`config.mk`:
```
export PLATFORM = sky130hd
export DESIGN_NAME = sequence_valve_timer_core
export DESIGN_NICKNAME = d
export VERILOG_FILES = /design/src/rtl/core/svt_pkg.sv /design/src/rtl/core/svt_cfg_regs.sv /design/src/rtl/core/svt_valve_cell.sv /design/src/rtl/core/sequence_valve_timer_core.sv
export VERILOG_INCLUDE_DIRS = /design/src /design/src/rtl/core
export SDC_FILE = /design/constraint.sdc
export NUM_CORES = 1
export LEC_CHECK = 0
export ABC_AREA = 1
export BUFFER_PORTS_ARGS = -buffer_cell sky130_fd_sc_hd__buf_2
export CAP_MARGIN = 30
export CORE_MARGIN = 3
export CORE_UTILIZATION = 50
export CTS_CLUSTER_DIAMETER = 120
export CTS_CLUSTER_SIZE = 20
export DETAILED_ROUTE_END_ITERATION = 7
export PLACE_DENSITY_LB_ADDON = 0.1
export SLEW_MARGIN = 40
export SYNTH_ARGS = -nofsm -noshare
export SYNTH_HDL_FRONTEND = slang
export SYNTH_SLANG_ARGS = --single-unit
```
`constraint.sdc`:
```
create_clock -name clk -period 8.45 [get_ports clk]
set_input_delay 0.845 -clock clk [delete_from_list [all_inputs] [get_ports clk]]
set_output_delay 0.845 -clock clk [all_outputs]
set_load 0.01 [all_outputs]
```
`src/rtl/core/sequence_valve_timer_core_defines.svh`:
```
// Assertion macros shared by the valve timer RTL.
`ifndef SEQUENCE_VALVE_TIMER_CORE_DEFINES_SVH
`define SEQUENCE_VALVE_TIMER_CORE_DEFINES_SVH

`ifndef SYNTHESIS
// Same-cycle implication, checked out of reset.
`define SVT_ASSERT_IMP(name, clk_i, rstn_i, ante, cons) \
  name: assert property (@(posedge clk_i) disable iff (!rstn_i) (ante) |-> (cons)) \
    else $error("valve timer check failed: same-cycle implication");
// Next-cycle implication, checked out of reset.
`define SVT_ASSERT_NXT(name, clk_i, rstn_i, ante, cons) \
  name: assert property (@(posedge clk_i) disable iff (!rstn_i) (ante) |=> (cons)) \
    else $error("valve timer check failed: next-cycle implication");
`else
`define SVT_ASSERT_IMP(name, clk_i, rstn_i, ante, cons)
`define SVT_ASSERT_NXT(name, clk_i, rstn_i, ante, cons)
`endif

`endif

```
`src/rtl/core/svt_pkg.sv`:
```
package svt_pkg;

  localparam int NUM_VALVES_DEF = 3;
  // Valves that own a field in the configuration registers.
  localparam int FIELD_VALVES   = 3;
  localparam int MODE_W         = 3;
  localparam int FIELD_W        = 16;
  localparam int CFG_W          = 48;
  localparam int CFG_IDX_W      = 3;
  localparam int USE_MODES_W    = 9;
  localparam int OP_W           = 2;
  localparam int POS_W          = 16;
  localparam int OUT_BITS       = 3;
  localparam int CNT_W          = 2;
  // Sum of the active flags; the width holds up to seven.
  localparam int CNT_SUM_W      = 3;
  localparam int OUT_DATA_W     = 8;
  localparam int OUT_PAD_W      = OUT_DATA_W - OUT_BITS - CNT_W;

  typedef enum logic [OP_W-1:0] {
    OP_TICK = 2'd0,
    OP_ARM  = 2'd1,
    OP_STOP = 2'd2
  } op_t;

  typedef enum logic [CFG_IDX_W-1:0] {
    CFG_USE_MODES   = 3'd0,
    CFG_OPEN_DELAYS = 3'd1,
    CFG_ON_TIMES    = 3'd2,
    CFG_START_POS   = 3'd3,
    CFG_END_POS     = 3'd4
  } cfg_idx_t;

  localparam logic [MODE_W-1:0] MODE_UNUSED    = 3'd0;
  localparam logic [MODE_W-1:0] MODE_TIME_TIME = 3'd1;
  localparam logic [MODE_W-1:0] MODE_POS_POS   = 3'd2;
  localparam logic [MODE_W-1:0] MODE_TIME_POS  = 3'd3;
  localparam logic [MODE_W-1:0] MODE_POS_TIME  = 3'd4;

  typedef enum logic [5:0] {
    PH_IDLE       = 6'b000001,
    PH_ARMED      = 6'b000010,
    PH_TIME_OPEN  = 6'b000100,
    PH_POS_OPEN   = 6'b001000,
    PH_TIME_CLOSE = 6'b010000,
    PH_POS_CLOSE  = 6'b100000
  } phase_t;

  typedef struct packed {
    logic [USE_MODES_W-1:0] use_modes;
    logic [CFG_W-1:0]       open_delays;
    logic [CFG_W-1:0]       on_times;
    logic [CFG_W-1:0]       start_positions;
    logic [CFG_W-1:0]       end_positions;
  } cfg_t;

  typedef struct packed {
    logic [MODE_W-1:0]  mode;
    logic [FIELD_W-1:0] open_delay;
    logic [FIELD_W-1:0] on_time;
    logic [FIELD_W-1:0] start_pos;
    logic [FIELD_W-1:0] end_pos;
  } valve_cfg_t;

  typedef struct packed {
    logic             fire;
    op_t              op;
    logic [POS_W-1:0] pos;
  } step_t;

  typedef struct packed {
    logic on_nxt;
    logic act_r;
    logic act_nxt;
  } valve_stat_t;

endpackage

```
`src/rtl/core/svt_cfg_regs.sv`:
```
module svt_cfg_regs (
  input  logic                             clk,
  input  logic                             rst_n,
  input  logic                             cfg_valid,
  output logic                             cfg_ready,
  input  logic [svt_pkg::CFG_IDX_W-1:0]    cfg_index,
  input  logic [svt_pkg::CFG_W-1:0]        cfg_data,
  output svt_pkg::cfg_t                    cfg
);
  import svt_pkg::*;

  cfg_t cfg_r;

  assign cfg_ready = 1'b1;
  assign cfg       = cfg_r;

  always_ff @(posedge clk) begin
    if (!rst_n) begin
      cfg_r <= '0;
    end else if (cfg_valid) begin
      case (cfg_idx_t'(cfg_index))
        CFG_USE_MODES:   cfg_r.use_modes       <= cfg_data[USE_MODES_W-1:0];
        CFG_OPEN_DELAYS: cfg_r.open_delays     <= cfg_data;
        CFG_ON_TIMES:    cfg_r.on_times        <= cfg_data;
        CFG_START_POS:   cfg_r.start_positions <= cfg_data;
        CFG_END_POS:     cfg_r.end_positions   <= cfg_data;
        default: ;
      endcase
    end
  end

endmodule

```
`src/rtl/core/svt_valve_cell.sv`:
```
module svt_valve_cell (
  input  logic                  clk,
  input  logic                  rst_n,
  input  svt_pkg::step_t        step,
  input  svt_pkg::valve_cfg_t   vcfg,
  output svt_pkg::valve_stat_t  stat
);
  import svt_pkg::*;

  phase_t             phase_r, phase_nxt;
  logic [FIELD_W-1:0] ticks_r, ticks_nxt, ticks_inc;
  logic               on_r, on_nxt;
  phase_t             close_phase;

  always_comb begin
    ticks_inc   = (ticks_r == '1) ? ticks_r : ticks_r + FIELD_W'(1);
    close_phase = (vcfg.mode inside {MODE_TIME_TIME, MODE_POS_TIME}) ? PH_TIME_CLOSE
                                                                     : PH_POS_CLOSE;
  end

  always_comb begin
    phase_nxt = phase_r;
    ticks_nxt = ticks_r;
    on_nxt    = on_r;
    if (step.fire) begin
      case (step.op)
        OP_TICK: begin
          case (phase_r)
            PH_ARMED: begin
              ticks_nxt = '0;
              if (vcfg.mode inside {MODE_TIME_TIME, MODE_TIME_POS}) begin
                phase_nxt = PH_TIME_OPEN;
              end else if (vcfg.mode inside {MODE_POS_POS, MODE_POS_TIME}) begin
                phase_nxt = PH_POS_OPEN;
              end else begin
                phase_nxt = PH_IDLE;
              end
            end
            PH_TIME_OPEN: begin
              ticks_nxt = ticks_inc;
              if (ticks_inc > vcfg.open_delay) begin
                on_nxt    = 1'b1;
                ticks_nxt = '0;
                phase_nxt = close_phase;
              end
            end
            PH_POS_OPEN: begin
              if (step.pos <= vcfg.start_pos) begin
                on_nxt    = 1'b1;
                ticks_nxt = '0;
                phase_nxt = close_phase;
              end
            end
            PH_TIME_CLOSE: begin
              ticks_nxt = ticks_inc;
              if (ticks_inc > vcfg.on_time) begin
                on_nxt    = 1'b0;
                phase_nxt = PH_IDLE;
              end
            end
            PH_POS_CLOSE: begin
              if (step.pos <= vcfg.end_pos) begin
                on_nxt    = 1'b0;
                phase_nxt = PH_IDLE;
              end
            end
            default: ;
          endcase
        end
        // keep the drive bit; restart the sequence
        OP_ARM: begin
          phase_nxt = (vcfg.mode != MODE_UNUSED) ? PH_ARMED : PH_IDLE;
        end
        OP_STOP: begin
          on_nxt    = 1'b0;
          phase_nxt = PH_IDLE;
        end
        default: ;
      endcase
    end
  end

  always_ff @(posedge clk) begin
    if (!rst_n) begin
      phase_r <= PH_IDLE;
      ticks_r <= '0;
      on_r    <= 1'b0;
    end else begin
      phase_r <= phase_nxt;
      ticks_r <= ticks_nxt;
      on_r    <= on_nxt;
    end
  end

  assign stat.on_nxt  = on_nxt;
  assign stat.act_r   = (phase_r != PH_IDLE);
  assign stat.act_nxt = (phase_nxt != PH_IDLE);

endmodule

```
`src/rtl/core/sequence_valve_timer_core.sv`:
```
// A beat accepted on the input is held in the input register, then its result in the result register.
// Throughput: one beat per cycle, in and out, while out_tready does not stall the result register;
// an input register and a result register split the two sides, and all valves update in parallel.
// Reset (rst_n low at a clock edge): all valves idle and off, tick counters and
// configuration registers zero, both stages empty.
`include "sequence_valve_timer_core_defines.svh"

module sequence_valve_timer_core #(
  parameter int NUM_VALVES = svt_pkg::NUM_VALVES_DEF
) (
  input  logic                               clk,
  input  logic                               rst_n,
  input  logic                               in_tvalid,
  output logic                               in_tready,
  input  logic [svt_pkg::POS_W-1:0]          in_tdata,   // [15:0] position
  input  logic [svt_pkg::OP_W-1:0]           in_tuser,   // [1:0] op
  output logic                               out_tvalid,
  input  logic                               out_tready,
  output logic [svt_pkg::OUT_DATA_W-1:0]     out_tdata,  // [2:0] valve_outputs, [4:3] active_count
  input  logic                               cfg_valid,
  output logic                               cfg_ready,
  input  logic [svt_pkg::CFG_IDX_W-1:0]      cfg_index,
  input  logic [svt_pkg::CFG_W-1:0]          cfg_data
);
  import svt_pkg::*;

  logic                        s_v_r;
  op_t                         s_op_r;
  logic [POS_W-1:0]            s_pos_r;
  logic                        o_v_r;
  logic [OUT_BITS-1:0]         o_bits_r;
  logic [CNT_W-1:0]            o_cnt_r;
  logic                        adv;
  logic                        fire;
  cfg_t                        cfg;
  step_t                       step;
  valve_stat_t [NUM_VALVES-1:0] stats;
  logic [OUT_BITS-1:0]         bits_nxt;
  logic [CNT_SUM_W-1:0]        cnt_before;
  logic [CNT_SUM_W-1:0]        cnt_after;
  logic [CNT_W-1:0]            cnt_nxt;

  assign adv       = !o_v_r || out_tready;
  assign fire      = s_v_r && adv;
  assign in_tready = !s_v_r || adv;

  svt_cfg_regs u_cfg (
    .clk       (clk),
    .rst_n     (rst_n),
    .cfg_valid (cfg_valid),
    .cfg_ready (cfg_ready),
    .cfg_index (cfg_index),
    .cfg_data  (cfg_data),
    .cfg       (cfg)
  );

  assign step.fire = fire;
  assign step.op   = s_op_r;
  assign step.pos  = s_pos_r;

  for (genvar v = 0; v < NUM_VALVES; v++) begin : g_valve
    valve_cfg_t vcfg;
    if (v < FIELD_VALVES) begin : g_field
      assign vcfg.mode       = cfg.use_modes[MODE_W*v +: MODE_W];
      assign vcfg.open_delay = cfg.open_delays[FIELD_W*v +: FIELD_W];
      assign vcfg.on_time    = cfg.on_times[FIELD_W*v +: FIELD_W];
      assign vcfg.start_pos  = cfg.start_positions[FIELD_W*v +: FIELD_W];
      assign vcfg.end_pos    = cfg.end_positions[FIELD_W*v +: FIELD_W];
    end else begin : g_nofield
      // no register field: reads as unused
      assign vcfg = '0;
    end

    svt_valve_cell u_cell (
      .clk   (clk),
      .rst_n (rst_n),
      .step  (step),
      .vcfg  (vcfg),
      .stat  (stats[v])
    );
  end

  always_comb begin
    cnt_before = '0;
    cnt_after  = '0;
    bits_nxt   = '0;
    for (int v = 0; v < NUM_VALVES; v++) begin
      cnt_before = cnt_before + CNT_SUM_W'(stats[v].act_r);
      cnt_after  = cnt_after + CNT_SUM_W'(stats[v].act_nxt);
    end
    for (int b = 0; b < OUT_BITS && b < NUM_VALVES; b++) begin
      bits_nxt[b] = stats[b].on_nxt;
    end
    // tick reports the count at the start of the pass, the others after the beat
    cnt_nxt = (s_op_r == OP_TICK) ? cnt_before[CNT_W-1:0] : cnt_after[CNT_W-1:0];
  end

  always_ff @(posedge clk) begin
    if (!rst_n) begin
      s_v_r <= 1'b0;
      o_v_r <= 1'b0;
    end else begin
      if (in_tready) begin
        s_v_r <= in_tvalid;
      end
      if (adv) begin
        o_v_r <= s_v_r;
      end
    end
  end

  always_ff @(posedge clk) begin
    if (in_tvalid && in_tready) begin
      s_op_r  <= op_t'(in_tuser);
      s_pos_r <= in_tdata;
    end
    if (fire) begin
      o_bits_r <= bits_nxt;
      o_cnt_r  <= cnt_nxt;
    end
  end

  assign out_tvalid = o_v_r;
  assign out_tdata  = {{OUT_PAD_W{1'b0}}, o_cnt_r, o_bits_r};

  `SVT_ASSERT_NXT(a_stop_clears, clk, rst_n, fire && s_op_r == OP_STOP, o_v_r && o_bits_r == '0 && o_cnt_r == '0)
  `SVT_ASSERT_IMP(a_ready_when_empty, clk, rst_n, !o_v_r, in_tready)
  `SVT_ASSERT_NXT(a_no_phantom, clk, rst_n, !s_v_r && adv, !o_v_r)

endmodule

```
==> qor.txt <==
Final setup viols - 0
FF+latch count, synth - 295
vias in the first global route - 14130
sequential area share after synthesis - 0.3602
post-synthesis area per instance - 7.285 µm²
main flop type after synthesis - dfxtp_1
min cycle time layout - 4.286 ns
Max Slew Vio Count - 0
final cell count without fillers - 2812
Starting Density - 0.5156
via/cell ratio - 5.306
Post-CTS Resized - 0
Final Hold Viols - 0
worst IR drop on VDD - 0.0001529 V
Die X - 190.6 µm
dpl cells - 2786
Synth Area in XOR/XNOR - 0.01484
CTS tree - done
area post-placement - 17780 µm²
max incr delay on CP - 0.49 ns
leak pwr - 7.992 nW
relative slew slack - 0.4867
final period utilization - 0.5072
Clock Pin Slew Worst Setup and Hold Paths - 0.09 ns
grt ovf - 0
number of cell rows - 66
yosys warns - 0
crit path launch type - register
Cell variety after synth - 44
vias - 14920
EDFF count, synth - 23
fraction of registers with async set/reset - 0
PortBufs - 80
post-synth top area share - 0.3197
Max Clk Rate - 233.3 MHz
Commonest cells post-synth - nand2_1, a21oi_1, inv_1
final wirelength - 44740 µm
H-tree depth - 1
Die Y - 190.6 µm
CP arrival - 4.57 ns
post-synthesis adder-cell area fraction - 0.1456
DP Wirelength - 33100 µm
synth top area cells - dfxtp_1, ha_1, a21oi_1
Worst Skew - 0.01749 ns
biggest fanout along the worst timing path - 5
Die Area - 36320 µm²
largest family of logic cells by synthesized area - simple AND/OR/NAND/NOR gates
DRT antenna net count - 0
worst min path class - register to register
gr usage total - 0.2471
Synth Cell Area - 17030 µm²
slowest CP cell - fa_1
area delta synth->final - 7.486%
TNS Setup - 0 ns
PD cells - 147.0 nW/µm²
wire length per cell - 15.91 µm
Simple-Gate Fraction of Synth Area - 0.1908
most common cell in the netlist - nand2_1
Clock Latency Late Sink - 0.53 ns
IO Pins - 85
Synth area leader - dfxtp_1
root cell of the clock tree - clkbuf_16
hold_buf cts - 0
Final Util - 0.5542
Clock Sink Count - 295
Post-CTS Setup Bufs - 0
status - completed
drt drc - 0
mux share of post-synthesis cell area - 0
Synth Area in Compound Gates - 0.1893
largest net degree at the start of global routing - 124
initial antenna violation count - 2
Setup CP Type - register to register
first-pass GRT wire length - 72760 µm
Num CTS Buffers - 18
total power - 2.691 mW
share of layout cells above drive strength 1 - 0.06624
fill count - 3275
max-cap violations - 0
RSZ-0062 raised after global routing - false
antenna cells - 0
CTS max path bufs - 3
core area - 33030 µm²
Worst Path Required - 8.73 ns
DRT Pass-1 Iters - 5
crit-path most repeated cell - nand2_1
DR iter-0 viols - 935
GPL Wtd Cong - 0.9169
CP Capture Type - register
Final Instance Area - 18310 µm²
Syn Inst Count - 2338
Worst-Margin Slew - 0.7690 ns
# nets final - 2637
[kinds of logic (layout without fill, tap and decap cells)]
family                     count (synthesis)  after routing
AOI/OAI and AO/OA                        626            626
xor gates and xnor gates                  28             28
adders and majority gates                197            197
buffers and inverters                    441            471
DFF                                      295            295
other                                      2              4
and+or+nand+nor                          749            749
[power by group]
group / internal [mW] / switching (mW)
clock network: 0.410 / 0.483
registers: 1.45 / 0.0295
logic: 0.112 / 0.208
[cells in the final DEF, fill, tap and decap left out, drive strengths merged]
cell | synthesis | final
inv | 357 | 358
a211oi | 1 | 1
a21oi | 340 | 340
a31oi | 3 | 3
o32a | 1 | 1
o31ai | 3 | 3
o21bai | 4 | 4
o211ai | 3 | 3
and3 | 1 | 1
o21ai | 249 | 249
conb | 2 | 4
a21o | 5 | 5
buf | 10 | 90
nand3 | 89 | 89
ha | 195 | 195
xor2 | 18 | 18
nand3b | 3 | 3
dfxtp | 272 | 272
and2 | 2 | 2
fa | 2 | 2
xnor2 | 10 | 10
nor3b | 1 | 1
nand2 | 397 | 397
edfxtp | 23 | 23
o21a | 7 | 7
nor3 | 35 | 35
nor4 | 4 | 4
nor2 | 173 | 173
a22oi | 10 | 10
nand4 | 44 | 44
clkbuf | 74 | 23
[per-layer routing]
layer | global-route usage | up-vias | part of all wire
li1 | - | 7774 | -
met1 | 0.3318 | 6814 | 0.47
met2 | 0.4298 | 267 | 0.46
met3 | 0.03364 | 61 | 0.047
met4 | 0.04488 | 4 | 0.022
met5 | 0 | - | 0.00047
[critical path, delay by kind of cell, from the launching register on]
kind	cells	cell delay, ns
simple gates	20	2.14
fa+ha+maj	3	1.03
flops	1	0.40
buf+inv	4	0.32
xor+xnor	1	0.15
[state kept, by name, indices dropped and copies added (netlist names)]
name                    flops
o_bits_r                    3
s_op_r                      2
g_valve.u_cell.phase_r     18
u_cfg.cfg                 201
g_valve.u_cell.on_r         3
s_pos_r                    16
out_tvalid                  1
g_valve.u_cell.ticks_r     48
o_cnt_r                     2
s_v_r                       1
[final timing paths]
path	cells after the start	to	slack (ns)	from
setup reg to reg	28	o_cnt_r[0]	4.16	g_valve[0].u_cell.ticks_r[0]
hold / removal	2	u_cfg.cfg[66]	0.46	u_cfg.cfg[66]
hold reg to reg	2	u_cfg.cfg[66]	0.46	u_cfg.cfg[66]
setup / recovery	28	o_cnt_r[0]	4.16	g_valve[0].u_cell.ticks_r[0]
[through the flow]
stage / hold slack, ns / setup slack, ns
4_1_cts: 0.4624 / 4.202
3_3_place_gp: 0.4407 / 4.294
6_report: 0.4622 / 4.164
2_1_floorplan: 0.4280 / 4.853
5_1_grt: 0.4673 / 3.633
3_5_place_dp: 0.4492 / 4.256
[layout make-up]
class | instances | area [µm²] | share of cell area
clock buffers | 23 | 490.5 | 0.02679
clock inverters | 1 | 6.256 | 0.0003417
inverters | 357 | 1340 | 0.07320
multi-input cells | 1604 | 9244 | 0.5049
flip-flops and latches | 295 | 6136 | 0.3352
well taps | 442 | 553.0 | 0.03021
repair buffers | 90 | 538.0 | 0.02939
Power figures use the tool's default switching activity.
